<file path="config.mk">
export PLATFORM = sky130hd
export DESIGN_NAME = pcmm_front
export DESIGN_NICKNAME = d
export VERILOG_FILES = /design/src/rtl/core/pcmm_pkg.sv /design/src/rtl/core/pcmm_front.sv
export SDC_FILE = /design/constraint.sdc
export NUM_CORES = 1
export LEC_CHECK = 0
export BUFFER_PORTS_ARGS = -buffer_cell sky130_fd_sc_hd__buf_2
export CAP_MARGIN = 20
export CORE_UTILIZATION = 50
export CTS_BUF_LIST = sky130_fd_sc_hd__clkbuf_8
export CTS_CLUSTER_DIAMETER = 40
export CTS_CLUSTER_SIZE = 25
export DETAILED_ROUTE_END_ITERATION = 7
export GPL_ROUTABILITY_DRIVEN = 0
export MAX_ROUTING_LAYER = met4
export PLACE_DENSITY = 0.78
export SYNTH_ARGS = -nofsm -noshare
export SYNTH_HDL_FRONTEND = slang
export SYNTH_SLANG_ARGS = --single-unit
</file>
<file path="constraint.sdc">
create_clock -name clock -period 3 [get_ports clock]
set_input_delay 0.6 -clock clock [delete_from_list [all_inputs] [get_ports clock]]
set_output_delay 0.6 -clock clock [all_outputs]
set_load 0.1 [all_outputs]
</file>
<file path="src/rtl/core/pcmm_pkg.sv">
`timescale 1ns / 1ps
`default_nettype none

package pcmm_pkg;

   localparam int CHANNELS_DEFAULT  = 8;
   localparam int MEM_DEPTH_DEFAULT = 65536;

   localparam int OP_W     = 3;
   localparam int ADDR_W   = 16;
   localparam int BYTE_W   = 8;
   localparam int LEN_W    = 17;
   localparam int CH_W     = 3;
   localparam int POS_W    = 19;
   localparam int SAMPLE_W = 16;

   localparam int SAMPLE_MAX = 32767;

   // command queue between front and engine
   localparam int QUEUE_DEPTH = 2;
   localparam int QUEUE_PTR_W = 1;
   localparam int QUEUE_CNT_W = 2;

   localparam logic [OP_W-1:0] OP_TICK   = 3'd0;
   localparam logic [OP_W-1:0] OP_LOAD   = 3'd1;
   localparam logic [OP_W-1:0] OP_PLAY   = 3'd2;
   localparam logic [OP_W-1:0] OP_STOP   = 3'd3;
   localparam logic [OP_W-1:0] OP_RESUME = 3'd4;

   typedef enum logic [2:0] {
      KIND_NOP    = 3'd0,
      KIND_TICK   = 3'd1,
      KIND_LOAD   = 3'd2,
      KIND_PLAY   = 3'd3,
      KIND_STOP   = 3'd4,
      KIND_RESUME = 3'd5
   } kind_type;

   typedef struct packed {
      kind_type              kind;
      logic [ADDR_W-1:0]     address;
      logic [BYTE_W-1:0]     byte_value;
      logic [POS_W-1:0]      limit;
      logic                  loop_flag;
      logic [CH_W-1:0]       channel;
   } cmd_type;

endpackage

`default_nettype wire

</file>
<file path="src/rtl/core/pcmm_front.sv">
`timescale 1ns / 1ps
`default_nettype none

module pcmm_front #(
   parameter int CHANNELS = pcmm_pkg::CHANNELS_DEFAULT
) (
   input  wire logic                            clock,
   input  wire logic                            reset,
   input  wire logic                            req_push,
   output logic                                 req_full,
   input  wire logic [pcmm_pkg::OP_W-1:0]       req_operation,
   input  wire logic [pcmm_pkg::ADDR_W-1:0]     req_address,
   input  wire logic [pcmm_pkg::BYTE_W-1:0]     req_byte_value,
   input  wire logic [pcmm_pkg::LEN_W-1:0]      req_length,
   input  wire logic                            req_loop_flag,
   input  wire logic [pcmm_pkg::CH_W-1:0]       req_channel,
   output logic                                 cmd_valid,
   input  wire logic                            cmd_take,
   output pcmm_pkg::cmd_type                    cmd
);

   pcmm_pkg::cmd_type                      q_ff [pcmm_pkg::QUEUE_DEPTH];
   pcmm_pkg::cmd_type                      cmd_new;
   logic [pcmm_pkg::QUEUE_PTR_W-1:0]       wr_ptr_ff, wr_ptr_in;
   logic [pcmm_pkg::QUEUE_PTR_W-1:0]       rd_ptr_ff, rd_ptr_in;
   logic [pcmm_pkg::QUEUE_CNT_W-1:0]       count_ff, count_in;
   logic                                   push_ok;
   logic                                   pop_ok;
   logic                                   channel_ok;

   // classify the incoming item
   always_comb begin
      channel_ok         = 32'(req_channel) < CHANNELS;
      cmd_new.address    = req_address;
      cmd_new.byte_value = req_byte_value;
      cmd_new.limit      = {req_length, 2'b00};
      cmd_new.loop_flag  = req_loop_flag;
      cmd_new.channel    = req_channel;
      case (req_operation)
         pcmm_pkg::OP_TICK:   cmd_new.kind = pcmm_pkg::KIND_TICK;
         pcmm_pkg::OP_LOAD:   cmd_new.kind = pcmm_pkg::KIND_LOAD;
         pcmm_pkg::OP_PLAY:   cmd_new.kind = pcmm_pkg::KIND_PLAY;
         pcmm_pkg::OP_STOP:   cmd_new.kind = channel_ok ? pcmm_pkg::KIND_STOP
                                                        : pcmm_pkg::KIND_NOP;
         pcmm_pkg::OP_RESUME: cmd_new.kind = channel_ok ? pcmm_pkg::KIND_RESUME
                                                        : pcmm_pkg::KIND_NOP;
         default:             cmd_new.kind = pcmm_pkg::KIND_NOP;
      endcase
   end

   assign req_full  = count_ff == pcmm_pkg::QUEUE_CNT_W'(pcmm_pkg::QUEUE_DEPTH);
   assign cmd_valid = count_ff != '0;
   assign cmd       = q_ff[rd_ptr_ff];
   assign push_ok   = req_push && !req_full;
   assign pop_ok    = cmd_take && cmd_valid;

   always_comb begin
      wr_ptr_in = wr_ptr_ff;
      rd_ptr_in = rd_ptr_ff;
      count_in  = count_ff;
      if (push_ok) begin
         wr_ptr_in = wr_ptr_ff + 1'b1;
      end
      if (pop_ok) begin
         rd_ptr_in = rd_ptr_ff + 1'b1;
      end
      if (push_ok && !pop_ok) begin
         count_in = count_ff + 1'b1;
      end else if (pop_ok && !push_ok) begin
         count_in = count_ff - 1'b1;
      end
   end

   always_ff @(posedge clock) begin
      if (reset) begin
         wr_ptr_ff <= '0;
         rd_ptr_ff <= '0;
         count_ff  <= '0;
      end else begin
         wr_ptr_ff <= wr_ptr_in;
         rd_ptr_ff <= rd_ptr_in;
         count_ff  <= count_in;
      end
   end

   always_ff @(posedge clock) begin
      if (push_ok) begin
         q_ff[wr_ptr_ff] <= cmd_new;
      end
   end

endmodule

`default_nettype wire

</file>
# Yosys cells after proc, flatten, opt, wreduce, memory -nomap -nowiden
# Memories as Yosys holds them, arrays and structs flattened. A register that Yosys moved wholly into a read port is not among the register bits.
# Cells that the tools add are included.
# totals
register_bits	4
latch_bits	0
ram_bits	96
rom_bits	0
input_bits	52
n_memories	1
# memory_table
memory	depth	width	read_ports	rd_clocked_by_memory_dff	wr	line	rtl
q_ff	2	48	1	1	1	pcmm_front.sv:22	pcmm_pkg::cmd_type q_ff [pcmm_pkg::QUEUE_DEPTH];
# classes
add_sub_neg	4
multipliers	0
n_div	0
magnitude_cmp	0
n_eq_ne	5
n_shift	0
mux	7
n_bitwise	0
reduce_logical	10
# ops
operator	count
3-bit case mux with 5 select lines	1
3-bit by 2-bit equality test with 1-bit output (second input constant)	2
1-bit logical AND	4
1-bit two-way mux	4
2-bit two-way mux	2
2-bit nonzero test	2
3-bit by 1-bit equality test with 1-bit output (second input constant)	1
3-bit equality test (second input constant)	1
1-bit logical NOT	3
3-bit logical NOT	1
1-bit adder (second input constant)	2
2-bit by 1-bit adder with 2-bit output (second input constant)	1
2-bit equality test (second input constant)	1
2-bit by 1-bit subtractor with 2-bit output (second input constant)	1

# Logic depth before layout (Yosys ltp)
# Gate-level depths: netlist of the first run.
# logic_depth
word_depth	7
depth_mapped	6
mapped_depth_nobuf	6

# Least setup slack after synthesis of the first run
# OpenSTA, ideal clock, no wires.
# synth_timing
kind	reg2reg
from	reg count_ff[1] (netlist bit)
to	mem q_ff[1][0] (netlist bit) (enable)
setup_time_ns	0.476
arrival_ns	2.044
t_required_ns	2.524
setup_slack_ns	0.480
path_stages_with_launch	4
path_cell_list	dfxtp_1 -> nor2b_2 -> nor2_1 -> and2_1
# synth_between
elab_chain_cells	5
# synth_lines
element	line	rtl
start, declared	pcmm_front.sv:26	logic [pcmm_pkg::QUEUE_CNT_W-1:0] count_ff, count_in;
start signal, assigned	pcmm_front.sv:82	count_ff <= count_in;
2-bit equality test	pcmm_front.sv:51	assign req_full = count_ff == pcmm_pkg::QUEUE_CNT_W'(pcmm_pkg::QUEUE_DEPTH);
net req_full	pcmm_front.sv:10	output logic req_full,
1-bit logical NOT	pcmm_front.sv:54	assign push_ok = req_push && !req_full;
1-bit logical AND	pcmm_front.sv:54	
net push_ok	pcmm_front.sv:27	logic push_ok;
1-bit two-way mux	pcmm_front.sv:87	if (push_ok) begin
1-bit two-way mux (implied by the code)	pcmm_front.sv:88	q_ff[wr_ptr_ff] <= cmd_new;
end, declared	pcmm_front.sv:22	
# The timed path passes the listed nets, and every way through them passes these cells.

==> impl_results.html, run 1 <==
<table>
<tr><th>Metric</th><th>Value</th></tr>
<tr><th colspan="2">Placed design</th></tr>
<tr><td>Worst slack, placed</td><td>~0.92 ns</td></tr>
<tr><td>DP HPWL</td><td>between 4 and 5 mm</td></tr>
<tr><td>Input/output buffers</td><td>~100</td></tr>
<tr><th colspan="2">STA</th></tr>
<tr><td>Clock tree skew after final layout</td><td>0.00463 ns</td></tr>
<tr><td>Fin. Hold Viols</td><td>0</td></tr>
<tr><td>Unrepaired setup endpoints after global routing</td><td>no</td></tr>
<tr><td>Number of pins with negative max-slew slack in the final report</td><td>0</td></tr>
<tr><td>Maximum clock rate</td><td>0.436 GHz</td></tr>
<tr><td>Final critical-path required period</td><td>between 2 and 2.5 ns</td></tr>
<tr><td>Worst Setup Slack, final</td><td>0.709 ns</td></tr>
<tr><td>Total setup violations reported at the end of the flow</td><td>0</td></tr>
<tr><td>Share of the clock period used by the worst path after layout</td><td>0.764</td></tr>
<tr><td>Total Neg Setup Slack</td><td>0 ns</td></tr>
<tr><th colspan="2">Synthesis</th></tr>
<tr><td>Fraction of the yosys area taken by sequential cells</td><td>0.798</td></tr>
<tr><td>Yosys warning total</td><td>0</td></tr>
<tr><td>Synth top area cells</td><td>edfxtp_1 (77%), mux2_2 (14%), dfxtp_1 (2.7%), xor2_1 (0.70%), buf_4 (0.60%)</td></tr>
<tr><td>Arithmetic-cell share of the synthesized area counting full adders, half adders and majority gates</td><td>0.00335</td></tr>
<tr><td>Yosys top cell area share</td><td>0.772</td></tr>
<tr><td>Async set or reset register ratio after synthesis</td><td>0</td></tr>
<tr><td>Synth top cells by count</td><td>edfxtp_1 (96), mux2_2 (48), nor2_1 (6)</td></tr>
<tr><td>Xor/xnor share of the synthesized area</td><td>0.00938</td></tr>
<tr><td>Number of synthesized flops with an enable pin</td><td>96</td></tr>
<tr><td>Mux share of post-synthesis cell area</td><td>0.145</td></tr>
<tr><td>Syn_area_per_cell</td><td>20.3 um2</td></tr>
<tr><td>Flip-flop cell with the highest count after synthesis</td><td>edfxtp_1</td></tr>
<tr><td>Post-Synthesis Cells</td><td>about 180</td></tr>
<tr><td>Flip-flop and latch count after synthesis</td><td>~100</td></tr>
<tr><td>Largest family of logic cells by synthesized area</td><td>multiplexers</td></tr>
<tr><td>Fraction of the mapped netlist area in simple logic gates</td><td>0.0171</td></tr>
<tr><td>Largest area contributor in the netlist</td><td>edfxtp_1</td></tr>
<tr><td>Most frequently used cell type in the post-synthesis netlist</td><td>edfxtp_1</td></tr>
<tr><td>Fraction of the mapped netlist area in compound gates</td><td>0.00938</td></tr>
<tr><td>Cell area after technology mapping</td><td>roughly 3700 um2</td></tr>
<tr><td>Number of distinct library cells after synthesis</td><td>19</td></tr>
<tr><th colspan="2">Cells and area</th></tr>
<tr><td>Final-layout fill cell count</td><td>between 500 and 600</td></tr>
<tr><td>Area of the multi-input gates</td><td>696 um2</td></tr>
<tr><td>Storage cell area</td><td>between 2000 and 3000 um2</td></tr>
<tr><td>Final net count</td><td>349</td></tr>
<tr><td>End-of-flow core utilization</td><td>0.628</td></tr>
<tr><td>Share of layout cells above drive strength 1</td><td>0.571</td></tr>
<tr><td>Inserted Diodes</td><td>0</td></tr>
<tr><td>Synthesis-to-finish area growth</td><td>21.9%</td></tr>
<tr><th colspan="2">Floorplanning</th></tr>
<tr><td>Die Y-Extent</td><td>slightly below 90 um</td></tr>
<tr><td>Area of the die</td><td>just under 8000 um2</td></tr>
<tr><td>Initial Util</td><td>0.515</td></tr>
<tr><td>Area of the placeable core</td><td>7250 um2</td></tr>
<tr><td>Count of boundary I/O pins</td><td>104</td></tr>
<tr><td>Die X</td><td>88.4 um</td></tr>
<tr><td>Number of placement rows</td><td>31</td></tr>
<tr><th colspan="2">Routing</th></tr>
<tr><td>Average wire length per cell after detail routing</td><td>between 10 and 15 um</td></tr>
<tr><td>Drc violations</td><td>0</td></tr>
<tr><td>Number of vias per cell</td><td>slightly below 5</td></tr>
<tr><td>Vias after detailed routing</td><td>1979</td></tr>
<tr><td>Iteration-0 DRC Markers</td><td>73</td></tr>
<tr><td>Total iterations of the first detailed-routing run</td><td>4</td></tr>
<tr><td>Aggregate routed wire length</td><td>5.89 mm</td></tr>
<tr><td>Antenna viol nets, final</td><td>0</td></tr>
<tr><th colspan="2">GRT</th></tr>
<tr><td>Total global routing overflow</td><td>0</td></tr>
<tr><td>Number of antenna violations at the first check in global routing</td><td>0</td></tr>
<tr><td>Global-route wire length before repair</td><td>around 8.7 mm</td></tr>
<tr><td>Overall Global Routing Usage</td><td>0.160</td></tr>
<tr><td>Via count of the first global-routing pass</td><td>1960</td></tr>
<tr><td>Pin count of the biggest net entering global routing</td><td>28</td></tr>
<tr><th colspan="2">Clocking</th></tr>
<tr><td>H-tree depth</td><td>3</td></tr>
<tr><td>Clock transition at the register clock pins on the worst setup and hold paths after CTS</td><td>~0.090 ns</td></tr>
<tr><td>Clock tree from TritonCTS</td><td>done</td></tr>
<tr><td>CTS Root Buffer Type</td><td>clkbuf_8</td></tr>
<tr><td>Cts hold-fix bufs</td><td>0</td></tr>
<tr><td>Resize count post-CTS</td><td>0</td></tr>
<tr><td>Number of clock sinks</td><td>101</td></tr>
<tr><td>Setup fix buffers added after clock tree synthesis</td><td>0</td></tr>
<tr><td>Clk_lat worst skew</td><td>0.34 ns</td></tr>
<tr><td>Maximum buffer depth of the clock tree</td><td>2</td></tr>
<tr><td>CTS Buf Count</td><td>9</td></tr>
<tr><th colspan="2">Worst setup path</th></tr>
<tr><td>Req. time, crit path</td><td>2.40 ns</td></tr>
<tr><td>Slowest CP cell</td><td>mux2_2</td></tr>
<tr><td>CP Cell Sequence</td><td>buf_4, mux2_2, buf_2</td></tr>
<tr><td>CP Launch Type</td><td>register</td></tr>
<tr><td>Largest fanout on the critical path</td><td>27</td></tr>
<tr><td>Critical Path Max Stage Delay</td><td>between 0.3 and 0.4 ns</td></tr>
<tr><td>Worst Path Arrival</td><td>1.69 ns</td></tr>
<tr><td>Kind of critical path</td><td>register to output port</td></tr>
<tr><td>CP Capture Type</td><td>output port</td></tr>
<tr><th colspan="2">Outcome</th></tr>
<tr><td>Status</td><td>completed</td></tr>
<tr><th colspan="2">Run</th></tr>
<tr><td>Maxcap violations</td><td>0</td></tr>
<tr><th colspan="2">Worst hold path</th></tr>
<tr><td>Worst min path class</td><td>input pin to register</td></tr>
</table>
## sequential cells by signal, indices dropped and copies added, names as in the netlist, named ones only
name / flops
rd_ptr_ff: 1
q_ff: 96
count_ff: 2
wr_ptr_ff: 1
## routing by layer
metal	up-vias	share of wire	global-route usage
met4	0	0.027	0.0894
met1	962	0.39	0.168
met2	77	0.51	0.271
li1	925	-	-
met3	15	0.071	0.0448
met5	-	0	-
## cells in the final DEF (no fill, tap or decap), types with 2 or more instances in the layout
master	netlist	routed
clkbuf_8	0	9
clkinv_1	0	3
xor2_1	3	3
dfxtp_1	5	4
a21oi_1	3	3
or3_1	2	2
mux2_2	48	48
buf_4	3	5
buf_2	2	101
edfxtp_1	96	96
conb_1	1	2
inv_1	2	2
o21ai_0	4	4
nand2_1	2	2
nor2_1	6	6
## logic make-up after synthesis
group	count (synthesis)
flops	101
mux	48
simple gates	13
buf+inv	9
compound gates	7
xor+xnor	4
fa+ha+maj	1
other cells	1
## area by class of cell
class,instances,area share
Timing Repair Buffer,107,0.124
Sequential cell,101,0.655
Clock buffer,9,0.0272
Inverter,2,0.00165
Tap cell,99,0.0272
Clock inverter,7,0.0126
Multi-Input combinational cell,75,0.153
## worst paths after layout
kind	endpoint	cells after the start	startpoint	slack, ns
max	cmd[43]	3	register	0.71
min	q_ff[1][22]$_DFFE_PP_	1	req_byte_value[1]	0.44
max reg2reg	q_ff[0][45]$_DFFE_PP_	4	count_ff[0]$_SDFFE_PP0P_	1.19
min reg2reg	wr_ptr_ff$_SDFFE_PP0P_	2	wr_ptr_ff$_SDFFE_PP0P_	0.50
## metrics by stage
step / hold WS (ns) / instance area (um2) / std cells
after floorplan: 0.452 / 3740 / 185
after global placement: 0.484 / 4370 / 384
after detailed placement: 0.491 / 4370 / 384
after CTS: 0.416 / 4560 / 400
after global routing: 0.413 / 4560 / 400
final: 0.438 / 4560 / 400
## critical path: cells and delay by family, from the launching register on
| kind | cells | cell delay [ns] |
|---|---|---|
| mux | 1 | 0.39 |
| flops | 1 | 0.33 |
| buf+inv | 2 | 0.62 |
Power of run 1 is not shown: default switching activity piles up to over one toggle a cycle in this logic, so the estimate is an artifact.
==> run 2: changes to the inputs <==
- ABC_AREA: default -> 1
- clock period: 3 -> 2.3 ns (I/O delays scaled with it)
==> run 2 against run 1 <==
  * Synthesized area is 2.5% higher
  * Die area is 2.5% higher
  * Global-route usage is 0.52 points lower
  * Worst setup slack worse by 0.59 ns
  * Critical path depth stayed put
  * Non-clock buffer count is 1 lower
  * Design area is 2.9% higher
  * Core utilization is 1.2 points higher
  * First-iteration DRC count is 32% lower
  * Count of clock-buffer cells in the layout stayed put
==> impl_results.html, run 2 <==
<table>
<tr><th>Metric</th><th>Value</th></tr>
<tr><th colspan="2">Synthesis</th></tr>
<tr><td>Most frequently used cell type in the post-synthesis netlist</td><td>edfxtp_1</td></tr>
<tr><td>Yosys warning total</td><td>0 (unchanged)</td></tr>
<tr><td>Flip-flop and latch count after synthesis</td><td>101 (unchanged)</td></tr>
<tr><td>Number of synthesized flops with an enable pin</td><td>96 (unchanged)</td></tr>
<tr><td>Flip-flop cell with the highest count after synthesis</td><td>edfxtp_1</td></tr>
<tr><td>Cell area after technology mapping</td><td>3830 um2 (+2.5%)</td></tr>
<tr><td>Yosys top cell area share</td><td>0.753 (-0.0189)</td></tr>
<tr><td>Async set or reset register ratio after synthesis</td><td>0 (unchanged)</td></tr>
<tr><td>Largest area contributor in the netlist</td><td>edfxtp_1</td></tr>
<tr><td>Synth top cells by count</td><td>edfxtp_1 (96), mux2_2 (28), mux2_4 (20)</td></tr>
<tr><td>Synth top area cells</td><td>edfxtp_1 (75%), mux2_2 (8.2%), mux2_4 (7.8%), dfxtp_1 (2.6%), nand2_1 (0.88%)</td></tr>
<tr><td>Syn_area_per_cell</td><td>19.6 um2 (-3.3%)</td></tr>
<tr><td>Post-Synthesis Cells</td><td>195 (+6.0%)</td></tr>
<tr><td>Number of distinct library cells after synthesis</td><td>18 (-1)</td></tr>
<tr><td>Fraction of the yosys area taken by sequential cells</td><td>0.779 (-0.0196)</td></tr>
<tr><th colspan="2">Cells and area</th></tr>
<tr><td>Largest register by flop count</td><td>q_ff</td></tr>
<tr><td>Inserted Diodes</td><td>0 (unchanged)</td></tr>
<tr><td>Most frequent cells in the layout</td><td>buf_2 (101), edfxtp_1 (96), mux2_2 (28)</td></tr>
<tr><td>Synthesis-to-finish area growth</td><td>22.4%</td></tr>
<tr><td>Non-Filler Cell Area, Final</td><td>4690 um2 (+2.9%)</td></tr>
<tr><td>Flip-flop count of the largest register after layout</td><td>96 (unchanged)</td></tr>
<tr><td>Share of layout cells above drive strength 1</td><td>0.550 (-0.0216)</td></tr>
<tr><td>Top Registers</td><td>q_ff: 96 flops, count_ff: 2 flops</td></tr>
<tr><td>Most common library cell in the layout ignoring fill and taps</td><td>buf_2</td></tr>
<tr><td>Final net count</td><td>359 (+2.9%)</td></tr>
<tr><th colspan="2">STA</th></tr>
<tr><td>Share of the clock period used by the worst path after layout</td><td>0.948</td></tr>
<tr><td>Actual transition at the worst max-transition pin</td><td>~0.50 ns</td></tr>
<tr><td>Unrepaired setup endpoints after global routing</td><td>no</td></tr>
<tr><td>Fin. Hold Viols</td><td>0 (unchanged)</td></tr>
<tr><td>Number of pins with negative max-slew slack in the final report</td><td>0 (unchanged)</td></tr>
<tr><td>Worst slew margin relative to its limit</td><td>0.663</td></tr>
<tr><td>Clock tree skew after final layout</td><td>0.00681 ns (+0.00218 ns)</td></tr>
<tr><td>Total setup violations reported at the end of the flow</td><td>0 (unchanged)</td></tr>
<tr><td>Maximum clock rate</td><td>0.459 GHz</td></tr>
<tr><td>Final critical-path required period</td><td>2.18 ns</td></tr>
<tr><th colspan="2">Worst setup path</th></tr>
<tr><td>R2R depth</td><td>9 (+5)</td></tr>
<tr><td>CP Capture Type</td><td>output port</td></tr>
<tr><td>Req. time, crit path</td><td>1.84 ns (-0.56 ns)</td></tr>
<tr><td>Worst path bufs/invs</td><td>2 (unchanged)</td></tr>
<tr><td>CP Launch Type</td><td>register</td></tr>
<tr><td>Worst Path Arrival</td><td>1.72 ns (+0.03 ns)</td></tr>
<tr><td>Crit. path cell count</td><td>3 (unchanged)</td></tr>
<tr><td>Kind of critical path</td><td>register to output port</td></tr>
<tr><td>CP Cell Sequence</td><td>buf_12, mux2_2, buf_2</td></tr>
<tr><td>Slowest CP cell</td><td>dfxtp_2</td></tr>
<tr><td>Critical Path Max Stage Delay</td><td>0.47 ns (+0.08 ns)</td></tr>
<tr><td>Largest fanout on the critical path</td><td>24 (-11%)</td></tr>
<tr><td>Family with the most delay on the worst path</td><td>buffers and inverters</td></tr>
<tr><th colspan="2">Clocking</th></tr>
<tr><td>CTS Buf Count</td><td>9 (unchanged)</td></tr>
<tr><td>Maximum buffer depth of the clock tree</td><td>2 (unchanged)</td></tr>
<tr><td>Number of clock sinks</td><td>101 (unchanged)</td></tr>
<tr><td>Clock tree from TritonCTS</td><td>done</td></tr>
<tr><td>Clock transition at the register clock pins on the worst setup and hold paths after CTS</td><td>0.10 ns (about the same)</td></tr>
<tr><td>Clk_lat worst skew</td><td>0.35 ns (about the same)</td></tr>
<tr><td>CTS Root Buffer Type</td><td>clkbuf_8</td></tr>
<tr><td>Cts hold-fix bufs</td><td>0 (unchanged)</td></tr>
<tr><td>H-tree depth</td><td>3 (unchanged)</td></tr>
<tr><td>Setup fix buffers added after clock tree synthesis</td><td>0 (unchanged)</td></tr>
<tr><td>Resize count post-CTS</td><td>0 (unchanged)</td></tr>
<tr><th colspan="2">Placed design</th></tr>
<tr><td>Area post-placement</td><td>4500 um2 (+2.8%)</td></tr>
<tr><td>Input/output buffers</td><td>101 (unchanged)</td></tr>
<tr><td>DP HPWL</td><td>4.05 mm (-0.65%)</td></tr>
<tr><th colspan="2">Floorplanning</th></tr>
<tr><td>Count of boundary I/O pins</td><td>104 (unchanged)</td></tr>
<tr><td>Number of placement rows</td><td>31 (unchanged)</td></tr>
<tr><td>Die X</td><td>89.5 um (+1.2%)</td></tr>
<tr><td>Area of the die</td><td>8010 um2 (+2.5%)</td></tr>
<tr><td>Initial Util</td><td>0.522 (+0.00735)</td></tr>
<tr><td>Area of the placeable core</td><td>7330 um2 (+1.1%)</td></tr>
<tr><td>Die Y-Extent</td><td>89.5 um (+1.2%)</td></tr>
<tr><th colspan="2">Routing</th></tr>
<tr><td>Antenna viol nets, final</td><td>0 (unchanged)</td></tr>
<tr><td>Drc violations</td><td>0 (unchanged)</td></tr>
<tr><td>Aggregate routed wire length</td><td>5.86 mm (-0.64%)</td></tr>
<tr><td>Average wire length per cell after detail routing</td><td>14.3 um (-3.1%)</td></tr>
<tr><td>Iteration-0 DRC Markers</td><td>50 (-32%)</td></tr>
<tr><td>Total iterations of the first detailed-routing run</td><td>4 (unchanged)</td></tr>
<tr><td>Vias after detailed routing</td><td>1987 (+0.40%)</td></tr>
<tr><td>Number of vias per cell</td><td>4.85 (-2.0%)</td></tr>
<tr><th colspan="2">Worst hold path</th></tr>
<tr><td>Cell depth of the worst hold path</td><td>1 (unchanged)</td></tr>
<tr><td>Worst min path class</td><td>input pin to register</td></tr>
<tr><th colspan="2">GRT</th></tr>
<tr><td>Number of antenna violations at the first check in global routing</td><td>0 (unchanged)</td></tr>
<tr><td>Pin count of the biggest net entering global routing</td><td>44 (+57%)</td></tr>
<tr><td>Overall Global Routing Usage</td><td>0.155 (-0.00515)</td></tr>
<tr><td>Total global routing overflow</td><td>0 (unchanged)</td></tr>
<tr><td>Via count of the first global-routing pass</td><td>1850 (-5.6%)</td></tr>
<tr><td>Global-route wire length before repair</td><td>8.45 mm (-2.5%)</td></tr>
<tr><th colspan="2">Run</th></tr>
<tr><td>Maxcap violations</td><td>0 (unchanged)</td></tr>
<tr><th colspan="2">Outcome</th></tr>
<tr><td>Status</td><td>completed</td></tr>
</table>
[run 2: changes by cell type after synthesis, sizes merged]
| cell | delta |
|---|---|
| nand4 | +1 |
| nand2 | +7 |
| nand3 | +2 |
| nor2 | +3 |
| xnor2 | -1 |
| xor2 | -3 |
| nor2b | -1 |
| and2 | -1 |
| nor3b | +1 |
| inv | +6 |
| or3 | -2 |
| or2 | -1 |
[run 2: layer usage]
| metal | global-route usage | routed length (um) | part of all wire |
|---|---|---|---|
| met1 | 0.177 | 2470 | 0.42 |
| met2 | 0.253 | 2930 | 0.50 |
| met3 | 0.0609 | 386 | 0.066 |
| met4 | 0.0476 | 68 | 0.012 |
| met5 | - | 0 | 0 |
[run 2: worst register-to-register path, cell delays in order, from the launching register on]
cell and delay (ns):
dfxtp_1 0.35, inv_1 0.08, o21ai_1 0.42, inv_1 0.13, ha_1 0.34, inv_1 0.08, nand3_1 0.08, nand2_1 0.06
inv_1 0.03, nor2_1 0.08
[run 2: layout make-up]
| type | instances | area (um2) |
|---|---|---|
| sequential | 101 | 2980 |
| fill | 563 | 2640 |
| multi-input combinational | 80 | 777 |
| timing repair buffer | 106 | 581 |
| clock buffer | 9 | 124 |
| tap | 99 | 124 |
| clock inverter | 7 | 70.1 |
| inverter | 8 | 30.0 |
[run 2: kinds of logic (layout without fill, tap and decap cells)]
family	Yosys count	in the layout	share of synthesized area
buffers and inverters	15	130	0.0232
AND/OR/NAND/NOR	22	22	0.0238
other	1	2	0.000979
adder cells (fa/ha/maj)	1	1	0.00327
AO/OA/AOI/OAI	7	7	0.00914
multiplexers	48	48	0.161
flip-flops	101	101	0.779
[run 2: metrics by stage]
step	std cells	utilization	hold slack [ns]	TNS, ns	worst slack (ns)
after floorplan	196	-	0.465	-70.37	-0.733
after global placement	394	0.613	0.479	0	0.509
final	410	0.640	0.290	0	0.119
after detailed placement	394	0.613	0.500	0	0.488
after global routing	410	0.640	0.257	0	0.0335
after CTS	410	0.640	0.270	0	0.0920
[run 2: worst paths after layout]
check	from	to	slack (ns)
min reg2reg	rd_ptr_ff$_SDFFE_PP0P_	rd_ptr_ff$_SDFFE_PP0P_	0.51
min	req_address[12]	q_ff[1][41]$_DFFE_PP_	0.29
max reg2reg	count_ff[1]$_SDFFE_PP0P_	count_ff[1]$_SDFFE_PP0P_	0.61
max	register	cmd[24]	0.12
Power of run 2 is left out for the same reason.
